===== src/rtl/lc_pkg.sv =====
// ----------------------------------------------------------------------------
// lc_pkg
// Shared constants, types and the elaboration-time sigmoid table builder for
// the logistic classifier.
// ----------------------------------------------------------------------------
package lc_pkg;

  localparam int unsigned LC_TABLE_POINTS = 64;
  localparam int unsigned LC_TABLE_MAX    = 1024;
  localparam int unsigned LC_QDEPTH       = 4;

  localparam int unsigned LC_FEAT_W  = 16;
  localparam int unsigned LC_PROD_W  = 32;
  localparam int unsigned LC_ACC_W   = 48;
  localparam int unsigned LC_LIM_W   = 17;
  localparam int unsigned LC_LOGIT_W = 18;
  localparam int unsigned LC_PROB_W  = 16;

  // Logit span of the table in Q5.12 (20.0) and its factorization 5 * 2^14.
  localparam logic [16:0] LC_LOGIT_SPAN = 17'd81920;
  localparam logic [16:0] LC_HALF_SPAN  = 17'd40960;
  localparam int unsigned LC_SPAN_SHIFT = 14;
  // ceil(2^24 / 5): exact floor(x / 5) for every x below 2^22.
  localparam logic [21:0] LC_RECIP5     = 22'd3355444;
  localparam int unsigned LC_RECIP5_SH  = 24;

  typedef logic [15:0] sig_tab_t [0:LC_TABLE_MAX];

  typedef enum logic [2:0] {
    LC_IDLE,
    LC_POS,
    LC_DIV,
    LC_LOOK,
    LC_MUL,
    LC_ROUND,
    LC_FINISH
  } lc_state_t;

  // Restoring long division, used only while building constants.
  function automatic logic [63:0] lc_udiv64(input logic [63:0] num, input logic [63:0] den);
    logic [63:0] quo;
    logic [64:0] rem;
    quo = '0;
    rem = '0;
    for (int b = 63; b >= 0; b--) begin
      rem = {rem[63:0], num[b]};
      if (rem >= {1'b0, den}) begin
        rem    = rem - {1'b0, den};
        quo[b] = 1'b1;
      end
    end
    return quo;
  endfunction

  // Samples of 65536 / (1 + exp(-20 i / points)) in Q0.16, capped at 65535.
  // The exponential is built in Q2.30 from a Taylor series of exp(h), its
  // rounded reciprocal and repeated rounded multiplication.
  function automatic sig_tab_t lc_build_table(input int unsigned points);
    sig_tab_t    tab;
    logic [63:0] one;
    logic [63:0] h;
    logic [63:0] eh;
    logic [63:0] term;
    logic [63:0] r;
    logic [63:0] p;
    logic [63:0] d;
    logic [63:0] v;
    one  = 64'd1 << 30;
    h    = lc_udiv64(64'd20 << 30, 64'(points));
    eh   = one;
    term = one;
    for (int k = 1; k <= 24; k++) begin
      term = lc_udiv64((term * h) >> 30, 64'(k));
      eh   = eh + term;
    end
    r = lc_udiv64((64'd1 << 60) + (eh >> 1), eh);
    p = one;
    for (int i = 0; i <= int'(LC_TABLE_MAX); i++) begin
      if (i <= int'(points)) begin
        d      = one + p;
        v      = lc_udiv64((64'd1 << 46) + (d >> 1), d);
        tab[i] = (v > 64'd65535) ? 16'hFFFF : v[15:0];
        p      = (p * r + (64'd1 << 29)) >> 30;
      end else begin
        tab[i] = '0;
      end
    end
    return tab;
  endfunction

endpackage


===== src/rtl/logistic_classifier.sv =====
// ----------------------------------------------------------------------------
// logistic_classifier
// Streaming logistic-regression inference with a table-based sigmoid.
// ----------------------------------------------------------------------------
// The block takes one feature/weight pair (signed Q4.12) per clock and adds
// the exact product into a saturating 48-bit accumulator; the pair marked as
// last closes the vector and yields one result: the logit rounded to Q5.12
// and clamped to plus or minus cfg_wr_data's bound, and its sigmoid in
// unsigned Q0.16. While full is low, the multiply-accumulate front sustains
// one pair per cycle. A result passes the product and final-sum registers
// into a four-entry queue; the sigmoid sequencer steps it through position,
// divide, lookup, multiply, round and finish states and holds it till popped.
// full rises only when the queue, counting results still in the front, would
// overflow; vectors of seven or more pairs stream unstalled as pop keeps up.
module logistic_classifier
  import lc_pkg::*;
#(
  parameter int unsigned TABLE_POINTS = LC_TABLE_POINTS
) (
  input  logic                         clk,
  input  logic                         rst_n,
  input  logic                         cfg_wr_en,
  input  logic [LC_LIM_W-1:0]          cfg_wr_data,
  input  logic                         push,
  output logic                         full,
  input  logic signed [LC_FEAT_W-1:0]  in_feature,
  input  logic signed [LC_FEAT_W-1:0]  in_weight,
  input  logic                         in_last_element,
  output logic                         empty,
  input  logic                         pop,
  output logic [LC_PROB_W-1:0]         out_probability,
  output logic signed [LC_LOGIT_W-1:0] out_logit
);

  logic [LC_LIM_W-1:0]            clamp_limit_r;
  logic                           q_push;
  logic signed [LC_LOGIT_W-1:0]   q_wr_logit;
  logic                           q_pop;
  logic [LC_LOGIT_W-1:0]          q_rd_logit;
  logic                           q_empty;
  logic [$clog2(LC_QDEPTH+1)-1:0] q_count;

  always_ff @(posedge clk) begin
    if (!rst_n) begin
      clamp_limit_r <= LC_LOGIT_SPAN;
    end else if (cfg_wr_en) begin
      clamp_limit_r <= cfg_wr_data;
    end
  end

  lc_front u_front (
    .clk             (clk),
    .rst_n           (rst_n),
    .push            (push),
    .full            (full),
    .in_feature      (in_feature),
    .in_weight       (in_weight),
    .in_last_element (in_last_element),
    .clamp_limit     (clamp_limit_r),
    .q_count         (q_count),
    .q_push          (q_push),
    .q_logit         (q_wr_logit)
  );

  lc_fifo #(
    .WIDTH (LC_LOGIT_W),
    .DEPTH (LC_QDEPTH)
  ) u_fifo (
    .clk     (clk),
    .rst_n   (rst_n),
    .wr_en   (q_push),
    .wr_data (q_wr_logit),
    .rd_en   (q_pop),
    .rd_data (q_rd_logit),
    .empty   (q_empty),
    .count   (q_count)
  );

  lc_back #(
    .TABLE_POINTS (TABLE_POINTS)
  ) u_back (
    .clk             (clk),
    .rst_n           (rst_n),
    .q_empty         (q_empty),
    .q_logit         (q_rd_logit),
    .q_pop           (q_pop),
    .empty           (empty),
    .pop             (pop),
    .out_probability (out_probability),
    .out_logit       (out_logit)
  );

endmodule


===== src/rtl/lc_fifo.sv =====
// ----------------------------------------------------------------------------
// lc_fifo
// Small register queue carrying finished logits from the front to the back.
// ----------------------------------------------------------------------------
module lc_fifo
  import lc_pkg::*;
#(
  parameter int unsigned WIDTH = LC_LOGIT_W,
  parameter int unsigned DEPTH = LC_QDEPTH
) (
  input  logic                       clk,
  input  logic                       rst_n,
  input  logic                       wr_en,
  input  logic [WIDTH-1:0]           wr_data,
  input  logic                       rd_en,
  output logic [WIDTH-1:0]           rd_data,
  output logic                       empty,
  output logic [$clog2(DEPTH+1)-1:0] count
);

  localparam int unsigned PW = (DEPTH > 1) ? $clog2(DEPTH) : 1;
  localparam int unsigned CW = $clog2(DEPTH+1);

  logic [WIDTH-1:0] mem_r [DEPTH];
  logic [PW-1:0]    wr_ptr_r, wr_ptr_nxt;
  logic [PW-1:0]    rd_ptr_r, rd_ptr_nxt;
  logic [CW-1:0]    count_r, count_nxt;

  always_comb begin
    wr_ptr_nxt = wr_ptr_r;
    rd_ptr_nxt = rd_ptr_r;
    count_nxt  = count_r;
    if (wr_en) begin
      wr_ptr_nxt = (wr_ptr_r == PW'(DEPTH-1)) ? '0 : wr_ptr_r + PW'(1);
    end
    if (rd_en) begin
      rd_ptr_nxt = (rd_ptr_r == PW'(DEPTH-1)) ? '0 : rd_ptr_r + PW'(1);
    end
    if (wr_en && !rd_en) begin
      count_nxt = count_r + CW'(1);
    end else if (rd_en && !wr_en) begin
      count_nxt = count_r - CW'(1);
    end
  end

  always_ff @(posedge clk) begin
    if (!rst_n) begin
      wr_ptr_r <= '0;
      rd_ptr_r <= '0;
      count_r  <= '0;
    end else begin
      wr_ptr_r <= wr_ptr_nxt;
      rd_ptr_r <= rd_ptr_nxt;
      count_r  <= count_nxt;
    end
  end

  always_ff @(posedge clk) begin
    if (wr_en) begin
      mem_r[wr_ptr_r] <= wr_data;
    end
  end

  assign rd_data = mem_r[rd_ptr_r];
  assign empty   = (count_r == '0);
  assign count   = count_r;

endmodule


===== src/rtl/lc_front.sv =====
// ----------------------------------------------------------------------------
// lc_front
// Multiply-accumulate front end: one feature/weight request per cycle while
// full is low, a saturating 48-bit sum, and rounding and clamping of the
// logit at the end of each vector.
// ----------------------------------------------------------------------------
module lc_front
  import lc_pkg::*;
(
  input  logic                          clk,
  input  logic                          rst_n,
  input  logic                          push,
  output logic                          full,
  input  logic signed [LC_FEAT_W-1:0]   in_feature,
  input  logic signed [LC_FEAT_W-1:0]   in_weight,
  input  logic                          in_last_element,
  input  logic [LC_LIM_W-1:0]           clamp_limit,
  input  logic [$clog2(LC_QDEPTH+1)-1:0] q_count,
  output logic                          q_push,
  output logic signed [LC_LOGIT_W-1:0]  q_logit
);

  localparam int unsigned CW = $clog2(LC_QDEPTH+1) + 1;
  localparam int unsigned QW = LC_ACC_W + 1 - 12;

  logic                         accept;
  logic signed [LC_PROD_W-1:0]  prod_r;
  logic                         s1_vld_r;
  logic                         s1_last_r;
  logic signed [LC_ACC_W-1:0]   acc_r, acc_nxt;
  logic signed [LC_ACC_W-1:0]   fin_r;
  logic                         fin_vld_r;
  logic signed [LC_ACC_W:0]     sum;
  logic signed [LC_ACC_W-1:0]   sum_sat;
  logic signed [LC_ACC_W:0]     rnd;
  logic signed [QW-1:0]         q_raw;
  logic signed [QW-1:0]         lim_pos;
  logic signed [QW-1:0]         lim_neg;
  logic signed [QW-1:0]         q_clamp;
  logic [CW-1:0]                pending;

  assign accept = push && !full;

  // Results already on their way to the queue count against its room, so
  // the queue never has to refuse a push.
  assign pending = CW'(q_count) + CW'(s1_vld_r && s1_last_r) + CW'(fin_vld_r);
  assign full    = (pending >= CW'(LC_QDEPTH));

  always_comb begin
    sum = {acc_r[LC_ACC_W-1], acc_r} + (LC_ACC_W+1)'(prod_r);
    if (sum[LC_ACC_W] != sum[LC_ACC_W-1]) begin
      sum_sat = sum[LC_ACC_W] ? {1'b1, {(LC_ACC_W-1){1'b0}}} : {1'b0, {(LC_ACC_W-1){1'b1}}};
    end else begin
      sum_sat = sum[LC_ACC_W-1:0];
    end
    acc_nxt = acc_r;
    if (s1_vld_r) begin
      acc_nxt = s1_last_r ? '0 : sum_sat;
    end
  end

  always_ff @(posedge clk) begin
    if (!rst_n) begin
      s1_vld_r  <= 1'b0;
      s1_last_r <= 1'b0;
      fin_vld_r <= 1'b0;
      acc_r     <= '0;
    end else begin
      s1_vld_r  <= accept;
      s1_last_r <= accept && in_last_element;
      fin_vld_r <= s1_vld_r && s1_last_r;
      acc_r     <= acc_nxt;
    end
  end

  always_ff @(posedge clk) begin
    if (accept) begin
      prod_r <= in_feature * in_weight;
    end
    if (s1_vld_r && s1_last_r) begin
      fin_r <= sum_sat;
    end
  end

  // Round half up to Q5.12 by flooring after adding half an LSB.
  always_comb begin
    rnd     = {fin_r[LC_ACC_W-1], fin_r} + (LC_ACC_W+1)'(2048);
    q_raw   = rnd[LC_ACC_W:12];
    lim_pos = QW'(clamp_limit);
    lim_neg = -lim_pos;
    if (q_raw > lim_pos) begin
      q_clamp = lim_pos;
    end else if (q_raw < lim_neg) begin
      q_clamp = lim_neg;
    end else begin
      q_clamp = q_raw;
    end
  end

  assign q_push  = fin_vld_r;
  assign q_logit = q_clamp[LC_LOGIT_W-1:0];

endmodule


===== src/rtl/lc_back.sv =====
// ----------------------------------------------------------------------------
// lc_back
// Sigmoid sequencer: takes one logit from the queue, interpolates the table
// over several steps and holds the result in the output register.
// ----------------------------------------------------------------------------
module lc_back
  import lc_pkg::*;
#(
  parameter int unsigned TABLE_POINTS = LC_TABLE_POINTS
) (
  input  logic                         clk,
  input  logic                         rst_n,
  input  logic                         q_empty,
  input  logic signed [LC_LOGIT_W-1:0] q_logit,
  output logic                         q_pop,
  output logic                         empty,
  input  logic                         pop,
  output logic [LC_PROB_W-1:0]         out_probability,
  output logic signed [LC_LOGIT_W-1:0] out_logit
);

  localparam int unsigned IDX_W = $clog2(TABLE_POINTS+1);
  localparam int unsigned POS_W = LC_LIM_W + IDX_W;
  localparam int unsigned X_W   = POS_W - LC_SPAN_SHIFT;
  localparam int unsigned XP_W  = X_W + 22;
  localparam int unsigned D_W   = LC_PROB_W + LC_LIM_W;
  localparam int unsigned V_W   = D_W + 1;
  localparam int unsigned Y_W   = V_W - LC_SPAN_SHIFT;
  localparam int unsigned YP_W  = Y_W + 22;

  localparam sig_tab_t SIG_FULL = lc_build_table(TABLE_POINTS);

  logic [LC_PROB_W-1:0] sig_tab [TABLE_POINTS+1];

  for (genvar g = 0; g <= int'(TABLE_POINTS); g++) begin : g_tab
    assign sig_tab[g] = SIG_FULL[g];
  end

  lc_state_t state_r, state_nxt;

  logic signed [LC_LOGIT_W-1:0] lg_r;
  logic                         neg_r;
  logic [POS_W-1:0]             pos_r;
  logic [IDX_W-1:0]             idx_r;
  logic [LC_LIM_W-1:0]          frac_r;
  logic [LC_PROB_W-1:0]         lo_r;
  logic [LC_PROB_W-1:0]         diff_r;
  logic [D_W-1:0]               prod_r;
  logic [LC_LIM_W-1:0]          qy_r;
  logic                         out_vld_r;
  logic [LC_PROB_W-1:0]         prob_r;
  logic signed [LC_LOGIT_W-1:0] logit_r;
  logic                         out_load;

  logic [LC_LIM_W-1:0]  mag;
  logic [LC_LIM_W-1:0]  mag_sat;
  logic [X_W-1:0]       pos_x;
  logic [XP_W-1:0]      pos_xp;
  logic [X_W-1:0]       rem_x;
  logic [LC_PROB_W-1:0] t_lo;
  logic [LC_PROB_W-1:0] t_hi;
  logic [V_W-1:0]       rnd_v;
  logic [YP_W-1:0]      rnd_yp;
  logic [LC_LIM_W:0]    y_sum;
  logic [LC_LIM_W:0]    y_fin;

  always_comb begin
    state_nxt = state_r;
    case (state_r)
      LC_IDLE:   if (!q_empty) state_nxt = LC_POS;
      LC_POS:    state_nxt = LC_DIV;
      LC_DIV:    state_nxt = LC_LOOK;
      LC_LOOK:   state_nxt = LC_MUL;
      LC_MUL:    state_nxt = LC_ROUND;
      LC_ROUND:  state_nxt = LC_FINISH;
      LC_FINISH: if (!out_vld_r || pop) state_nxt = LC_IDLE;
      default:   state_nxt = LC_IDLE;
    endcase
  end

  always_comb begin
    q_pop    = 1'b0;
    out_load = 1'b0;
    case (state_r)
      LC_IDLE:   q_pop = !q_empty;
      LC_FINISH: out_load = !out_vld_r || pop;
      default: begin
        q_pop    = 1'b0;
        out_load = 1'b0;
      end
    endcase
  end

  always_ff @(posedge clk) begin
    if (!rst_n) begin
      state_r   <= LC_IDLE;
      out_vld_r <= 1'b0;
    end else begin
      state_r <= state_nxt;
      if (out_load) begin
        out_vld_r <= 1'b1;
      end else if (pop) begin
        out_vld_r <= 1'b0;
      end
    end
  end

  // The magnitude fits 17 bits since the clamp keeps the logit above -2^17.
  always_comb begin
    mag     = lg_r[LC_LOGIT_W-1] ? LC_LIM_W'(-lg_r) : LC_LIM_W'(lg_r);
    mag_sat = (mag > LC_LOGIT_SPAN) ? LC_LOGIT_SPAN : mag;
    // Division by 81920 splits into a shift by 14 and a divide by 5.
    pos_x   = pos_r[POS_W-1:LC_SPAN_SHIFT];
    pos_xp  = XP_W'(pos_x) * XP_W'(LC_RECIP5);
    rem_x   = pos_x - ((X_W'(idx_r) << 2) + X_W'(idx_r));
    if (idx_r >= IDX_W'(TABLE_POINTS)) begin
      t_lo = sig_tab[IDX_W'(TABLE_POINTS)];
      t_hi = t_lo;
    end else begin
      t_lo = sig_tab[idx_r];
      t_hi = sig_tab[idx_r + IDX_W'(1)];
    end
    rnd_v  = V_W'(prod_r) + V_W'(LC_HALF_SPAN);
    rnd_yp = YP_W'(rnd_v[V_W-1:LC_SPAN_SHIFT]) * YP_W'(LC_RECIP5);
    y_sum  = (LC_LIM_W+1)'(lo_r) + (LC_LIM_W+1)'(qy_r);
    y_fin  = neg_r ? ((LC_LIM_W+1)'(65536) - y_sum) : y_sum;
  end

  always_ff @(posedge clk) begin
    case (state_r)
      LC_IDLE: begin
        lg_r <= q_logit;
      end
      LC_POS: begin
        neg_r <= lg_r[LC_LOGIT_W-1];
        pos_r <= POS_W'(mag_sat) * POS_W'(TABLE_POINTS);
      end
      LC_DIV: begin
        idx_r <= pos_xp[LC_RECIP5_SH +: IDX_W];
      end
      LC_LOOK: begin
        frac_r <= {rem_x[2:0], pos_r[LC_SPAN_SHIFT-1:0]};
        lo_r   <= t_lo;
        diff_r <= (t_hi > t_lo) ? (t_hi - t_lo) : '0;
      end
      LC_MUL: begin
        prod_r <= D_W'(diff_r) * D_W'(frac_r);
      end
      LC_ROUND: begin
        qy_r <= rnd_yp[LC_RECIP5_SH +: LC_LIM_W];
      end
      default: begin
        qy_r <= qy_r;
      end
    endcase
    if (out_load) begin
      prob_r  <= (y_fin > (LC_LIM_W+1)'(65535)) ? 16'hFFFF : y_fin[LC_PROB_W-1:0];
      logit_r <= lg_r;
    end
  end

  assign empty           = !out_vld_r;
  assign out_probability = prob_r;
  assign out_logit       = logit_r;

endmodule

===== config.mk =====
export PLATFORM = sky130hd
export DESIGN_NAME = logistic_classifier
export DESIGN_NICKNAME = d
export VERILOG_FILES = /design/src/rtl/lc_pkg.sv /design/src/rtl/logistic_classifier.sv /design/src/rtl/lc_fifo.sv /design/src/rtl/lc_front.sv /design/src/rtl/lc_back.sv
export SDC_FILE = /design/constraint.sdc
export NUM_CORES = 2
export LEC_CHECK = 0
export ABC_AREA = 1
export BUFFER_PORTS_ARGS = -buffer_cell sky130_fd_sc_hd__buf_4
export CORE_ASPECT_RATIO = 1.4
export CORE_MARGIN = 2
export CORE_UTILIZATION = 30
export DETAILED_ROUTE_END_ITERATION = 7
export GPL_ROUTABILITY_DRIVEN = 0
export GPL_TIMING_DRIVEN = 0
export PLACE_DENSITY_LB_ADDON = 0.05
export SYNTH_ARGS = -nofsm -noshare
export SYNTH_HDL_FRONTEND = slang
export SYNTH_SLANG_ARGS = --single-unit

===== constraint.sdc =====
create_clock -name clk -period 7.8 [get_ports clk]
set_input_delay 1.56 -clock clk [delete_from_list [all_inputs] [get_ports clk]]
set_output_delay 1.56 -clock clk [all_outputs]
set_load 0.02 [all_outputs]

==> impl_metrics.toml <==
[grt]
grt_pass1_vias = 43600
grt_usage = 0.205
grt.overflow.total = 0
grt_max_degree = 38
grt_pass1_wl_mm = 262
antenna_found_initial = 8

[placed_design]
placed_area_um2 = 53300
port_buffers = 73
dp_hpwl_mm = 149
place_ws_ns = -0.811

[die]
io_pins = 91
start_util = 0.301
dieHeight_um = 487
die_area_um2 = 170000
fp-row-count = 177
die_x_um = 349
core_um2 = 166000

[setup_path]
max_stage_delay_ns = 0.59
crit_path_cell_trace = "clkbuf_1 > clkbuf_2 > nand2_1 > fa_1 > inv_1 > fa_1 > inv_1 > fa_1 > inv_1 > fa_1 > inv_1 > fa_1 > inv_1 > fa_1 > ha_1 > a21oi_1 > a21boi_0 > nand2_1 > a31oi_1 > o21bai_1 > nand3_1 > nand2_1 > xor2_1"
crit_type = "in2reg"
cpMaxStageDelayCell = "fa_1"
cp-start-kind = "primary input"
critPathRequiredTime_ns = 8.17
cpMostUsedCell = "fa_1"
cp.arrival_ns = 7.95
crit_fanout = 10
cp-end-kind = "flop"

[synth]
synth-edff-count = 297
yosysWarnings = 0
synthArstFlopShare = 0
synth_flop_cell = "edfxtp_1"
syn_area_um2 = 49900
yosysTopAreaCell = "fa_1"
ys_seq_elements = 376
yosys.cell_types.count = 60
avgSynthCellArea_um2 = 7.91
syn_nets = 7456
synth_area_leaders = "fa_1, edfxtp_1, ha_1"
ys_seq_area_frac = 0.210
synthCells = 6310
synth_top_area_frac = 0.219

[run]
cap_violations = 0

[drt]
ant_nets = 0
wl_per_cell_um = 20.0
drc = 0
via_per_inst = 4.69
firstDrtPassIters = 7
wl_mm = 173
vias = 40600
drt_iter0_drc = 1997

[timing]
fin_crit_sh = 0.971
drv_slew = 0
finalSetupViolCount = 0
period_minus_slack_ns = 7.57
fin_ws_ns = 0.227
worstMarginPinSlew_ns = 1.24
slew_headroom = 0.171
finClkSkew_ns = 0.0438
fmax_mhz = 132
finalHoldViolCount = 0

[min_path]
hold_class = "reg2reg"

[cells_and_area]
stdcell_area_um2 = 55100
drive_gt1_frac = 0.0517
fillers = 17900
area_growth_syn_to_layout_pct = 10.4
nets = 7602

[clock_network]
cts_tree = "done"
cts-root-buf = "clkbuf_16"
clk_pin_slew_worst_paths_ns = 0.06
cts_buffers = 45
htree_num_levels = 2
clock_latency_ns = 0.64
cts.hold.buffers_added = 0
clock-sinks = 376
max-clock-path-buffers = 3

[run_status]
status = "completed"
[cell usage after synthesis, drive strengths merged, types with 80 or more instances]
master	number
nand2	1474
inv	1376
fa	546
ha	545
nor2	431
a21oi	376
edfxtp	297
nand3	232
o21ai	194
xor2	139
clkbuf	136
nor3	90
xnor2	80
[critical path, delay by kind of cell]
family | cells | cell delay (ns)
AO/OA/AOI/OAI | 4 | 1.06
XOR/XNOR | 1 | 0.17
adder cells (fa/ha/maj) | 7 | 3.49
buffers and inverters | 7 | 1.24
AND/OR/NAND/NOR | 4 | 0.40
[worst paths after layout]
check,cells after the start,to,slack (ns),from
max,23,u_front.prod_r[21]$_DFFE_PP_,0.23,in_weight[3]
min,0,u_back.frac_r[9]$_DFFE_PP_,0.42,u_back.pos_r[9]$_SDFFCE_PN0P_
max reg2reg,29,u_back.qy_r[13]$_DFFE_PN_,0.46,u_back.prod_r[13]$_DFFE_PP_
min reg2reg,0,u_back.frac_r[9]$_DFFE_PP_,0.42,u_back.pos_r[9]$_SDFFCE_PN0P_
[timing repair]
| item | CTS | global route |
|---|---|---|
| buffers inserted | 2 | 10 |
| gates resized for setup | 6 | 55 |
| pin swaps | 0 | 3 |
| setup endpoints to repair | 9 | 22 |
[cell families (layout without fill, tap and decap cells)]
logic type | Yosys count | count (layout) | synth area share
flops | 376 | 376 | 0.210
simple gates | 2371 | 2371 | 0.198
xor+xnor | 219 | 219 | 0.0386
fa+ha+maj | 1091 | 1091 | 0.356
buf+inv | 1545 | 1728 | 0.118
other cells | 0 | 2 | 0
compound gates | 708 | 708 | 0.0793
[per-layer routing]
metal | wire (µm) | GRT usage
met1 | 64500 | 0.218
met2 | 97700 | 0.414
met3 | 3450 | 0.0118
met4 | 6980 | 0.0767
met5 | 0 | 0
[per-stage QoR]
stage | utilization | TNS [ns] | hold slack [ns] | cells
floorplan | - | 0 | 0.400 | 6310
global placement | 0.321 | -10.02 | 0.416 | 8531
detailed placement | 0.322 | -8.62 | 0.415 | 8544
CTS | 0.331 | 0 | 0.429 | 8630
global route | 0.332 | -0.0188 | 0.441 | 8642
finish | 0.332 | 0 | 0.424 | 8643
[cell usage in the layout (no fill, tap or decap), types with 89 or more instances in the layout]
cell         n
a21oi_1    360
buf_4       89
clkbuf_1   121
edfxtp_1   297
fa_1       545
ha_1       544
inv_1     1368
nand2_1   1451
nand3_1    229
nor2_1     402
o21ai_0    192
xor2_1     134
[sequential cells by signal, indices dropped and copies added (netlist names), 2 cells and up]
signal / flops
u_back.pos_r: 17
u_back.out_logit: 18
u_front.fin_r: 37
u_back.diff_r: 16
u_fifo.count: 3
u_back.lg_r: 18
u_front.prod_r: 32
u_back.idx_r: 7
u_back.frac_r: 11
u_fifo.wr_ptr_r: 2
clamp_limit_r: 17
u_back.out_probability: 16
u_back.qy_r: 17
u_fifo.mem_r: 72
u_back.prod_r: 20
u_back.lo_r: 15
u_front.acc_r: 48
u_fifo.rd_ptr_r: 2
u_back.state_r: 3
[final cells by class]
type,count,area (µm²),area share
Buffer,164,719,0.0131
Inverter,1381,5180,0.0941
Antenna cell,2,5.00,0.0000909
Clock inverter,32,319,0.00579
Multi-Input combinational cell,4389,33700,0.611
Clock buffer,52,1170,0.0213
Timing Repair Buffer,99,825,0.0150
Sequential cell,376,10500,0.191
Tap cell,2148,2690,0.0488
Power is left out: the tool's default activity adds up to more than one toggle a clock period on the data nets, which glitch-free logic cannot reach.
